$ cat config.mk
export PLATFORM = sky130hd
export DESIGN_NAME = two_step_combination_search
export DESIGN_NICKNAME = d
export VERILOG_FILES = /design/src/hdl/tscs_pkg.sv /design/src/hdl/tscs_unit.sv /design/src/hdl/two_step_combination_search.sv
export SDC_FILE = /design/constraint.sdc
export NUM_CORES = 2
export LEC_CHECK = 0
export BUFFER_PORTS_ARGS = -buffer_cell sky130_fd_sc_hd__buf_4
export CAP_MARGIN = 15
export CORE_UTILIZATION = 50
export DETAILED_ROUTE_END_ITERATION = 8
export GPL_TIMING_DRIVEN = 0
export PLACE_DENSITY_LB_ADDON = 0.12
export SYNTH_ARGS = -nofsm -noshare
export SYNTH_HDL_FRONTEND = slang
export SYNTH_SLANG_ARGS = --single-unit
$ cat constraint.sdc
create_clock -name clk -period 30.1 [get_ports clk]
set_input_delay 4.515 -clock clk [delete_from_list [all_inputs] [get_ports clk]]
set_output_delay 4.515 -clock clk [all_outputs]
set_load 0.01 [all_outputs]
$ cat src/hdl/tscs_pkg.sv
`timescale 1ns / 1ps
`default_nettype none

package tscs_pkg;

    localparam int CountW = 30;
    localparam int ErrW   = 64;
    localparam int AmtW   = 48;
    localparam int StepW  = 47;
    localparam int LimW   = 31;
    localparam int ProdW  = 77;
    localparam int QuotW  = 30;

    localparam logic [CountW-1:0] COUNT_MAX = CountW'(1000000000);
    localparam logic [CountW-1:0] BATCH_MAX = CountW'(256);

    typedef struct packed {
        logic [CountW-1:0] first_count;
        logic [CountW-1:0] end_count;
        logic [CountW-1:0] seed_a;
        logic [CountW-1:0] seed_b;
        logic [ErrW-1:0]   seed_error;
    } req_t;

    typedef struct packed {
        logic [CountW-1:0] best_count_a;
        logic [CountW-1:0] best_count_b;
        logic [ErrW-1:0]   best_error;
        logic              status;
    } res_t;

    typedef enum logic {
        OP_MUL,
        OP_DIV
    } unit_op_t;

    typedef struct packed {
        logic     go;
        unit_op_t op;
    } unit_cmd_t;

    typedef struct packed {
        logic done;
    } unit_sts_t;

    typedef enum logic [3:0] {
        ST_IDLE,
        ST_CHK_ONE,
        ST_CHK_TWO,
        ST_LOOP,
        ST_MUL_A,
        ST_DIV,
        ST_MUL_B,
        ST_CMP,
        ST_DONE
    } state_t;

    typedef enum logic [1:0] {
        REG_TARGET,
        REG_STEP_ONE,
        REG_STEP_TWO,
        REG_SUM_LIMIT
    } reg_idx_t;

endpackage

`default_nettype wire

$ cat src/hdl/tscs_unit.sv
`timescale 1ns / 1ps
`default_nettype none

// Shared arithmetic unit: a 30 by 47 bit product in two 24-bit partial
// products, or a 30-bit quotient by restoring division, one bit a cycle.
module tscs_unit
    import tscs_pkg::*;
(
    input  wire logic              clk,
    input  wire logic              rst_n,
    input  wire unit_cmd_t         cmd,
    input  wire logic [CountW-1:0] mul_x,
    input  wire logic [StepW-1:0]  mul_y,
    input  wire logic [AmtW-1:0]   div_n,
    input  wire logic [StepW-1:0]  div_d,
    output unit_sts_t              sts,
    output logic [ProdW-1:0]       prod,
    output logic [QuotW-1:0]       quot,
    output logic                   rem_nz
);

    logic              busy_reg;
    logic              done_reg;
    unit_op_t          op_reg;
    logic [4:0]        cnt_reg;
    logic [CountW-1:0] x_reg;
    logic [StepW-1:0]  y_reg;
    logic [53:0]       pp_reg;
    logic [ProdW-1:0]  acc_reg;
    logic [AmtW-1:0]   r_reg;
    logic [QuotW-1:0]  dvd_reg;
    logic [QuotW-1:0]  q_reg;
    logic [StepW-1:0]  d_reg;

    logic [23:0]       chunk;
    logic [53:0]       pp_w;
    logic [77:0]       pp_shift;
    logic [AmtW-1:0]   trial;
    logic              ge;

    assign chunk    = (cnt_reg == 5'd0) ? y_reg[23:0] : {1'b0, y_reg[46:24]};
    assign pp_w     = x_reg * chunk;
    assign pp_shift = {pp_reg, 24'd0};
    assign trial    = {r_reg[AmtW-2:0], dvd_reg[QuotW-1]};
    assign ge       = trial >= {1'b0, d_reg};

    always_ff @(posedge clk or negedge rst_n)
    begin
        if (!rst_n)
        begin
            busy_reg <= 1'b0;
            done_reg <= 1'b0;
            op_reg   <= OP_MUL;
            cnt_reg  <= 5'd0;
        end
        else if (cmd.go)
        begin
            busy_reg <= 1'b1;
            done_reg <= 1'b0;
            op_reg   <= cmd.op;
            cnt_reg  <= 5'd0;
        end
        else if (busy_reg)
        begin
            cnt_reg <= cnt_reg + 5'd1;
            if ((op_reg == OP_MUL && cnt_reg == 5'd2) ||
                (op_reg == OP_DIV && cnt_reg == 5'(QuotW - 1)))
            begin
                busy_reg <= 1'b0;
                done_reg <= 1'b1;
            end
        end
        else
        begin
            done_reg <= 1'b0;
        end
    end

    always_ff @(posedge clk)
    begin
        if (cmd.go)
        begin
            x_reg   <= mul_x;
            y_reg   <= mul_y;
            r_reg   <= {{QuotW{1'b0}}, div_n[AmtW-1:QuotW]};
            dvd_reg <= div_n[QuotW-1:0];
            d_reg   <= div_d;
        end
        else if (busy_reg)
        begin
            if (op_reg == OP_MUL)
            begin
                case (cnt_reg)
                    5'd0:
                    begin
                        pp_reg <= pp_w;
                    end
                    5'd1:
                    begin
                        acc_reg <= {23'd0, pp_reg};
                        pp_reg  <= pp_w;
                    end
                    default:
                    begin
                        acc_reg <= acc_reg + pp_shift[ProdW-1:0];
                    end
                endcase
            end
            else
            begin
                r_reg   <= ge ? (trial - {1'b0, d_reg}) : trial;
                q_reg   <= {q_reg[QuotW-2:0], ge};
                dvd_reg <= {dvd_reg[QuotW-2:0], 1'b0};
            end
        end
    end

    assign sts.done = done_reg;
    assign prod     = acc_reg;
    assign quot     = q_reg;
    assign rem_nz   = (r_reg != '0);

endmodule

`default_nettype wire

$ cat src/hdl/two_step_combination_search.sv
`timescale 1ns / 1ps
`default_nettype none

// Two-step combination search. A word on request, taken when start is high
// and busy is low, names a range of counts a (at most 256) and a seed pair
// with its error. For each a the block forms b as the floor and the ceiling
// of (target - a*step_one)/step_two (zero once a*step_one reaches the target),
// clamps it to the sum limit, and keeps the pair of least absolute error, the
// smaller a+b winning a tie. One result word appears on result for exactly
// one cycle with done high; the receiver cannot stall it, so it must take it
// in that cycle. A request that breaks the bounds is answered with status 1
// and the seed echoed. All work runs through one shared multiply and divide
// unit, the 30-step divider being the larger share; busy stays high until the
// result is given. Configuration is written through cfg_write, cfg_index and
// cfg_data while the block is idle; the block itself does not enforce this,
// so the user must keep to it.
module two_step_combination_search
    import tscs_pkg::*;
(
    input  wire logic            clk,
    input  wire logic            rst_n,
    input  wire logic            start,
    output logic                 busy,
    input  wire req_t            request,
    output logic                 done,
    output res_t                 result,
    input  wire logic            cfg_write,
    input  wire reg_idx_t        cfg_index,
    input  wire logic [AmtW-1:0] cfg_data
);

    // Configuration registers.
    logic signed [AmtW-1:0] target_reg;
    logic [StepW-1:0]       step_one_reg;
    logic [StepW-1:0]       step_two_reg;
    logic signed [LimW-1:0] sum_limit_reg;

    always_ff @(posedge clk or negedge rst_n)
    begin
        if (!rst_n)
        begin
            target_reg    <= '0;
            step_one_reg  <= StepW'(1);
            step_two_reg  <= StepW'(1);
            sum_limit_reg <= '1;
        end
        else if (cfg_write)
        begin
            case (cfg_index)
                REG_TARGET:    target_reg    <= cfg_data;
                REG_STEP_ONE:  step_one_reg  <= cfg_data[StepW-1:0];
                REG_STEP_TWO:  step_two_reg  <= cfg_data[StepW-1:0];
                REG_SUM_LIMIT: sum_limit_reg <= cfg_data[LimW-1:0];
                default:       ;
            endcase
        end
    end

    // Magnitude of the target; the most negative value still fits unsigned.
    logic            target_neg;
    logic            target_pos;
    logic [AmtW-1:0] tmag;

    assign target_neg = target_reg[AmtW-1];
    assign target_pos = !target_neg && (target_reg != '0);
    assign tmag       = target_neg ? (AmtW'(0) - target_reg) : target_reg;

    // Bounds that can be judged at once from the request and the registers.
    logic limit_on;
    logic quick_reject;

    assign limit_on = !sum_limit_reg[LimW-1];

    always_comb
    begin
        quick_reject = 1'b0;
        if (step_one_reg == '0 || step_two_reg == '0)
            quick_reject = 1'b1;
        if (request.end_count < request.first_count)
            quick_reject = 1'b1;
        else if ((request.end_count - request.first_count) > BATCH_MAX)
            quick_reject = 1'b1;
        if (request.end_count > COUNT_MAX)
            quick_reject = 1'b1;
        if (sum_limit_reg[LimW-1] && sum_limit_reg != '1)
            quick_reject = 1'b1;
        if (limit_on && sum_limit_reg[CountW-1:0] > COUNT_MAX)
            quick_reject = 1'b1;
        if (limit_on && {1'b0, request.end_count} >
            ({1'b0, sum_limit_reg[CountW-1:0]} + 31'd1))
            quick_reject = 1'b1;
        if (request.seed_a > COUNT_MAX || request.seed_b > COUNT_MAX)
            quick_reject = 1'b1;
    end

    // Shared unit.
    unit_cmd_t         cmd;
    unit_sts_t         sts;
    logic [CountW-1:0] mul_x;
    logic [StepW-1:0]  mul_y;
    logic [ProdW-1:0]  prod;
    logic [QuotW-1:0]  quot;
    logic              rem_nz;

    state_t            state_reg;
    state_t            state_next;
    logic              pend_reg;
    logic              unit_done;

    logic [CountW-1:0] a_reg;
    logic [CountW-1:0] end_reg;
    logic [CountW-1:0] best_a_reg;
    logic [CountW-1:0] best_b_reg;
    logic [ErrW-1:0]   best_e_reg;
    logic              status_reg;
    logic [AmtW-1:0]   rem_reg;
    logic              pos_reg;
    logic [CountW-1:0] b_reg;
    logic [CountW-1:0] hi_reg;
    logic              two_reg;
    logic              cand_reg;
    logic [ErrW-1:0]   e_reg;

    tscs_unit u_unit (
        .clk    (clk),
        .rst_n  (rst_n),
        .cmd    (cmd),
        .mul_x  (mul_x),
        .mul_y  (mul_y),
        .div_n  (rem_reg),
        .div_d  (step_two_reg),
        .sts    (sts),
        .prod   (prod),
        .quot   (quot),
        .rem_nz (rem_nz)
    );

    assign unit_done = pend_reg && sts.done;

    // Values formed when the unit hands back a product or a quotient.
    logic [ErrW-1:0]   p1_sat;
    logic [ErrW:0]     e_sum;
    logic [ErrW-1:0]   e_flat;
    logic              pos_now;
    logic [CountW-1:0] cap;
    logic [CountW-1:0] lo_raw;
    logic [CountW-1:0] hi_raw;
    logic [CountW-1:0] lo_cl;
    logic [CountW-1:0] hi_cl;
    logic [48:0]       pb;
    logic [48:0]       e_b;
    logic [CountW:0]   sum_new;
    logic [CountW:0]   sum_best;
    logic              better;

    assign p1_sat  = (prod[ProdW-1:ErrW] != '0) ? '1 : prod[ErrW-1:0];
    assign e_sum   = {1'b0, p1_sat} + {{(ErrW - AmtW + 1){1'b0}}, tmag};
    assign e_flat  = target_neg ? (e_sum[ErrW] ? '1 : e_sum[ErrW-1:0])
                                : (p1_sat - {{(ErrW - AmtW){1'b0}}, tmag});
    assign pos_now = target_pos && (prod < {{(ProdW - AmtW){1'b0}}, tmag});

    assign cap    = sum_limit_reg[CountW-1:0] - a_reg;
    assign lo_raw = quot;
    assign hi_raw = quot + {{(CountW - 1){1'b0}}, rem_nz};
    assign lo_cl  = (limit_on && lo_raw > cap) ? cap : lo_raw;
    assign hi_cl  = (limit_on && hi_raw > cap) ? cap : hi_raw;

    assign pb  = prod[48:0];
    assign e_b = (pb >= {1'b0, rem_reg}) ? (pb - {1'b0, rem_reg})
                                         : ({1'b0, rem_reg} - pb);

    assign sum_new  = {1'b0, a_reg} + {1'b0, b_reg};
    assign sum_best = {1'b0, best_a_reg} + {1'b0, best_b_reg};
    assign better   = (e_reg < best_e_reg) ||
                      (e_reg == best_e_reg && sum_new < sum_best);

    // Next state.
    always_comb
    begin
        state_next = state_reg;
        case (state_reg)
            ST_IDLE:
            begin
                if (start)
                    state_next = quick_reject ? ST_DONE : ST_CHK_ONE;
            end
            ST_CHK_ONE:
            begin
                if (unit_done)
                    state_next = ({{(ProdW - AmtW){1'b0}}, tmag} > prod)
                                 ? ST_DONE : ST_CHK_TWO;
            end
            ST_CHK_TWO:
            begin
                if (unit_done)
                    state_next = ({{(ProdW - AmtW){1'b0}}, tmag} > prod)
                                 ? ST_DONE : ST_LOOP;
            end
            ST_LOOP:
            begin
                state_next = (a_reg == end_reg) ? ST_DONE : ST_MUL_A;
            end
            ST_MUL_A:
            begin
                if (unit_done)
                    state_next = pos_now ? ST_DIV : ST_CMP;
            end
            ST_DIV:
            begin
                if (unit_done)
                    state_next = ST_MUL_B;
            end
            ST_MUL_B:
            begin
                if (unit_done)
                    state_next = ST_CMP;
            end
            ST_CMP:
            begin
                state_next = (pos_reg && !cand_reg && two_reg) ? ST_MUL_B : ST_LOOP;
            end
            ST_DONE:
            begin
                state_next = ST_IDLE;
            end
            default:
            begin
                state_next = ST_IDLE;
            end
        endcase
    end

    // Outputs of the sequencer.
    always_comb
    begin
        cmd.go = 1'b0;
        cmd.op = OP_MUL;
        mul_x  = COUNT_MAX;
        mul_y  = step_one_reg;
        case (state_reg)
            ST_CHK_ONE:
            begin
                cmd.go = !pend_reg;
            end
            ST_CHK_TWO:
            begin
                cmd.go = !pend_reg;
                mul_y  = step_two_reg;
            end
            ST_MUL_A:
            begin
                cmd.go = !pend_reg;
                mul_x  = a_reg;
            end
            ST_DIV:
            begin
                cmd.go = !pend_reg;
                cmd.op = OP_DIV;
            end
            ST_MUL_B:
            begin
                cmd.go = !pend_reg;
                mul_x  = b_reg;
                mul_y  = step_two_reg;
            end
            default:
            begin
                cmd.go = 1'b0;
            end
        endcase
    end

    assign busy = (state_reg != ST_IDLE);
    assign done = (state_reg == ST_DONE);

    assign result.best_count_a = best_a_reg;
    assign result.best_count_b = best_b_reg;
    assign result.best_error   = best_e_reg;
    assign result.status       = status_reg;

    always_ff @(posedge clk or negedge rst_n)
    begin
        if (!rst_n)
        begin
            state_reg <= ST_IDLE;
            pend_reg  <= 1'b0;
        end
        else
        begin
            state_reg <= state_next;
            if (cmd.go)
                pend_reg <= 1'b1;
            else if (sts.done)
                pend_reg <= 1'b0;
        end
    end

    // Datapath of the search.
    always_ff @(posedge clk)
    begin
        case (state_reg)
            ST_IDLE:
            begin
                if (start)
                begin
                    a_reg      <= request.first_count;
                    end_reg    <= request.end_count;
                    best_a_reg <= request.seed_a;
                    best_b_reg <= request.seed_b;
                    best_e_reg <= request.seed_error;
                    status_reg <= quick_reject;
                end
            end
            ST_CHK_ONE, ST_CHK_TWO:
            begin
                if (unit_done && {{(ProdW - AmtW){1'b0}}, tmag} > prod)
                    status_reg <= 1'b1;
            end
            ST_MUL_A:
            begin
                if (unit_done)
                begin
                    pos_reg  <= pos_now;
                    rem_reg  <= tmag - prod[AmtW-1:0];
                    e_reg    <= e_flat;
                    b_reg    <= '0;
                    cand_reg <= 1'b0;
                    two_reg  <= 1'b0;
                end
            end
            ST_DIV:
            begin
                if (unit_done)
                begin
                    b_reg    <= lo_cl;
                    hi_reg   <= hi_cl;
                    two_reg  <= (lo_cl != hi_cl);
                    cand_reg <= 1'b0;
                end
            end
            ST_MUL_B:
            begin
                if (unit_done)
                    e_reg <= {{(ErrW - 49){1'b0}}, e_b};
            end
            ST_CMP:
            begin
                if (better)
                begin
                    best_a_reg <= a_reg;
                    best_b_reg <= b_reg;
                    best_e_reg <= e_reg;
                end
                if (pos_reg && !cand_reg && two_reg)
                begin
                    cand_reg <= 1'b1;
                    b_reg    <= hi_reg;
                end
                else
                begin
                    a_reg <= a_reg + CountW'(1);
                end
            end
            default:
            begin
            end
        endcase
    end

endmodule

`default_nettype wire
# Word level (Yosys, flattened, before mapping)
# Index checks and enable logic that the tools add are counted.
# classes
add_sub_neg	16
multipliers	1
magnitude_cmp	15
n_eq_ne	30
mux	78
n_bitwise	3
n_reduce_logical	65
# ops
cell	n
$mux W64	7
$mux W30	14
$pmux W64 S2	2
$pmux W30 S2	4
$pmux W77 S2	1
$gt A30 B30 Y1 const B	4
$mux W48	2
$reduce_bool A48 Y1	2
$logic_not A47 Y1	2
$pmux W30 S3	1
$add A77 B77 Y77	1
$gt A48 B77 Y1	1
$lt A77 B48 Y1	1
$add A64 B48 Y65	1
$eq A64 B64 Y1	1
$lt A64 B64 Y1	1
$sub A64 B48 Y64	1
$add A30 B30 Y31	2
$gt A30 B30 Y1	2
$sub A30 B30 Y30	2
$mul A30 B24 Y54	1
$mux W18	3
$ge A49 B48 Y1	1
$mux W49	1
55 further kinds	150
# totals
reg_bits	909
output_inout_bits	127
word_cells	240

# Longest topological paths before layout
# depth
word_depth	13
ltp_mapped	37
ltp_nobuf	34

# Hierarchy
# From an unflattened synthesis, not the netlist that was laid out.
# hier_totals
cells_unflattened	10431
hier_area_um2	94035.2
# by_module_without_submodules
mod	n_inst	cells_each	area_each_um2
two_step_combination_search	1	6087	51438.1
tscs_unit	1	4344	42597.1

# Worst setup path before layout
# Ideal clock, no wire load.
# synth_path
kind	flip-flop to flip-flop
start	register u_unit.cnt_reg[2]
end	register u_unit.pp_reg[51] (data pin)
t_arrival_ns	9.175
path_slack_ns	20.659
stages_incl_launch_ff	35
path_buffers	3
synth_period_minus_slack_ns	9.441
path_cell_list	dfrtp_1 nor3_1 and2_1 clkbuf_1 buf_1 mux2_2 clkbuf_1 and2_1 fa_1 fa_1 inv_1 fa_1 inv_1 fa_1 inv_1 fa_1 inv_1 fa_1 inv_1 fa_1 inv_1 ha_1 nand3_1 a21oi_1 o41ai_1 a31oi_1 o2111ai_1 a31oi_1 o41ai_1 o311a_1 o31ai_1 a21o_1 and2_1 o41ai_1 xnor2_1
# synth_via
elab_chain_len	3
# synth_rtl
element	line_no	text
start, declared	tscs_unit.sv:25	logic [4:0] cnt_reg;
start signal, assigned	tscs_unit.sv:65	cnt_reg <= cnt_reg + 5'd1;
$logic_not A5 Y1	tscs_unit.sv:41	assign chunk = (cnt_reg == 5'd0) ? y_reg[23:0] : {1'b0, y_reg[46:24]};
$mux W24	tscs_unit.sv:41	
$mul A30 B24 Y54	tscs_unit.sv:42	assign pp_w = x_reg * chunk;
net u_unit.pp_w[51]	tscs_unit.sv:36	logic [53:0] pp_w;
end signal, assigned	tscs_unit.sv:96	pp_reg <= pp_w;
end signal, assigned	tscs_unit.sv:101	pp_reg <= pp_w;
end, declared	tscs_unit.sv:28	logic [53:0] pp_reg;
# The timed path passes the listed nets, and every way through them passes these cells.
# A chain may end at the register's enable or synchronous reset.

# Worst setup path after layout
# Same ends and word-level chain as after synthesis.

==> metrics.cfg <==
[status]
status = finished clean

[cts]
cts_tree = yes
root_buffer = clkbuf_16
post_cts_buffers = 0
cts_num_sinks = 909
hold_buffers = 0
htreeDepth = 3
cts.repair.resized = 0
insertion_delay_ns = 0.82
clkTransAtPathRegs_ns = 0.06
clock_path_buffers = 3
cts_made_buffers = 106

[grt]
grt_start_max_net_pins = 96
antenna_found_initial = 26
track_usage_pct = 39.9
grt_pass1_vias = 77900
overflow = 0
grt_pass1_wl_mm = 534

[critical_path]
cpPeakStageDelay_ns = 0.82
ff2ff_setup_slack_ns = 17.80
required_ns = 30.59
crit_slowest_cell = nor3_1
end_kind = register
start_kind = register
r2r_cells = 34
arrival_ns = 12.79
worstSetupPathType = register to register
critPathMaxFanout = 10
critical-path-top-cell-by-count = fa_1

[synth]
synth_top_flop_cell = edfxtp_1
synth_fp_nets = 11700
synth-edff-count = 693
seq_area_frac_synth_pct = 28.6
synth.distinct_cells = 96
synth_area_sq_um = 91300
yosys-top-cells-area = edfxtp_1 23%, fa_1 14%, ha_1 11%
synth_largest_area_cell = edfxtp_1
synth-async-reset-ratio_pct = 20.5
avgSynthCellArea_sq_um = 9.13
synth_top_area_share_pct = 22.8
synth_cells = 10000
synth-warning-count = 0
ys_ff_latch = 909

[sta]
worst_clock_skew_ns = 0.131
setup_violations = 0
rsz0062_at_grt = no
finalMaxSlewViolations = 0
hold_viol_final = 0
tightest_slew_ns = 1.47
relSlewSlack_pct = 1.56
period_minus_slack_ns = 12.30
fmax_ghz = 0.0813
setup_tns_ns = 0
fin_crit_sh_pct = 40.9

[routing]
detail_route.wl_per_cell_um = 28.7
routed_wl_mm = 373
routed-via-count = 79400
postRouteAntennaNets = 0
drc = 0
viasPerCell = 6.10
drt_iter0_markers = 7907
first_pass_iters = 6

[final_layout]
post-route-util_pct = 56.0
final_common_cell = nand2_1
nNetsFinal = 12200
drive_gt1_share_pct = 8.96
final_cell_mix = 1232 x nand2_1, 1161 x inv_1, 832 x ha_1, 693 x edfxtp_1, 637 x a21oi_1
syn2layout_area_growth_pct = 11.2
largest_reg_flops = 77

[floorplan]
die-area_sq_um = 184000
rows = 156
io_pins = 365
core_sq_um = 181000
fp.dieH_um = 429
start_util_pct = 50.4
die_x_um = 429

[min_path]
hold_class = register to register
hold_depth = 2

[job]
maxCapViolCount = 0

[place]
gp_congestion = 1.04
io_buffers = 364
hpwl_mm = 312

==> routing by layer <==
layer / up-vias / global-route usage (%) / wire, um
li1: 35500 / - / -
met2: 3974 / 61.8 / 164000
met3: 928 / 7.51 / 32100
met1: 39000 / 49.4 / 144000
met5: - / 0 / 43
met4: 6 / 30.3 / 32900
==> path summary, 6_finish.rpt <==
check                             startpoint                 to
max                        u_unit.cnt_reg[2]  u_unit.pp_reg[51]
min                         u_unit.r_reg[47]   u_unit.r_reg[47]
max reg2reg                u_unit.cnt_reg[2]  u_unit.pp_reg[51]
min reg2reg                 u_unit.r_reg[47]   u_unit.r_reg[47]
max in group asynchronous              rst_n       state_reg[1]
min in group asynchronous              rst_n   step_two_reg[33]
==> layout make-up <==
type                            count  area, sq um
Fill cell                       16500        79600
Multi-Input combinational cell   7509        59300
Sequential cell                   909        26100
Inverter                         1166         4380
Timing Repair Buffer              418         3410
Tap cell                         2370         2970
Clock buffer                      133         2860
Buffer                            419         1600
Clock inverter                     67          808
Antenna cell                       23         57.6
==> cell usage after synthesis, drive strengths merged, types with 17 or more instances <==
library cell	number
nand4	140
or2	18
edfxtp	693
dfstp	33
dfrtp	153
o21ai	513
xnor2	369
o41ai	21
o31ai	55
ha	832
dfxtp	30
a31oi	64
or3	45
and2	318
o21bai	82
a21oi	638
clkbuf	383
a221oi	29
or4	19
nor2	509
nand3	156
mux2i	43
o22ai	17
a21o	250
a211o	18
a21boi	21
buf	36
fa	625
nor3	133
nor4	94
nand2	1232
a2111oi	17
mux2	245
xor2	218
inv	1163
a211oi	64
o221ai	23
o211ai	48
nor2b	163
and3	83
a22oi	27
o21a	61
a22o	31
nand2b	88
==> stage by stage <==
step | cell area, sq um | setup WS [ns] | hold slack (ns) | cells
2_1_floorplan | 91300 | 20.66 | 0.425 | 10000
4_1_cts | 101000 | 17.82 | 0.479 | 13000
3_3_place_gp | 97000 | 16.72 | 0.440 | 12700
3_5_place_dp | 97800 | 17.80 | 0.462 | 12800
5_1_grt | 101000 | 17.41 | 0.505 | 13000
6_report | 102000 | 17.80 | 0.478 | 13000
==> critical path, delay by kind of cell (launching register included) <==
kind                     cells  cell delay, ns
AND/OR/NAND/NOR              5            1.55
adder cells (fa/ha/maj)      8            3.94
flip-flops                   1            0.43
multiplexers                 1            0.78
AO/OA/AOI/OAI               10            3.11
buffers and inverters        9            2.02
XOR/XNOR                     1            0.21
==> kinds of logic after synthesis <==
family	after synthesis	synth area share (%)
compound gates	2106	14.5
xor+xnor	588	5.66
fa+ha+maj	1457	25.1
buf+inv	1585	6.53
flops	909	28.6
mux	288	3.49
simple gates	3070	16.1
Power is left out: the tool's default activity adds up to more than one toggle a clock period on the data nets, which glitch-free logic cannot reach.
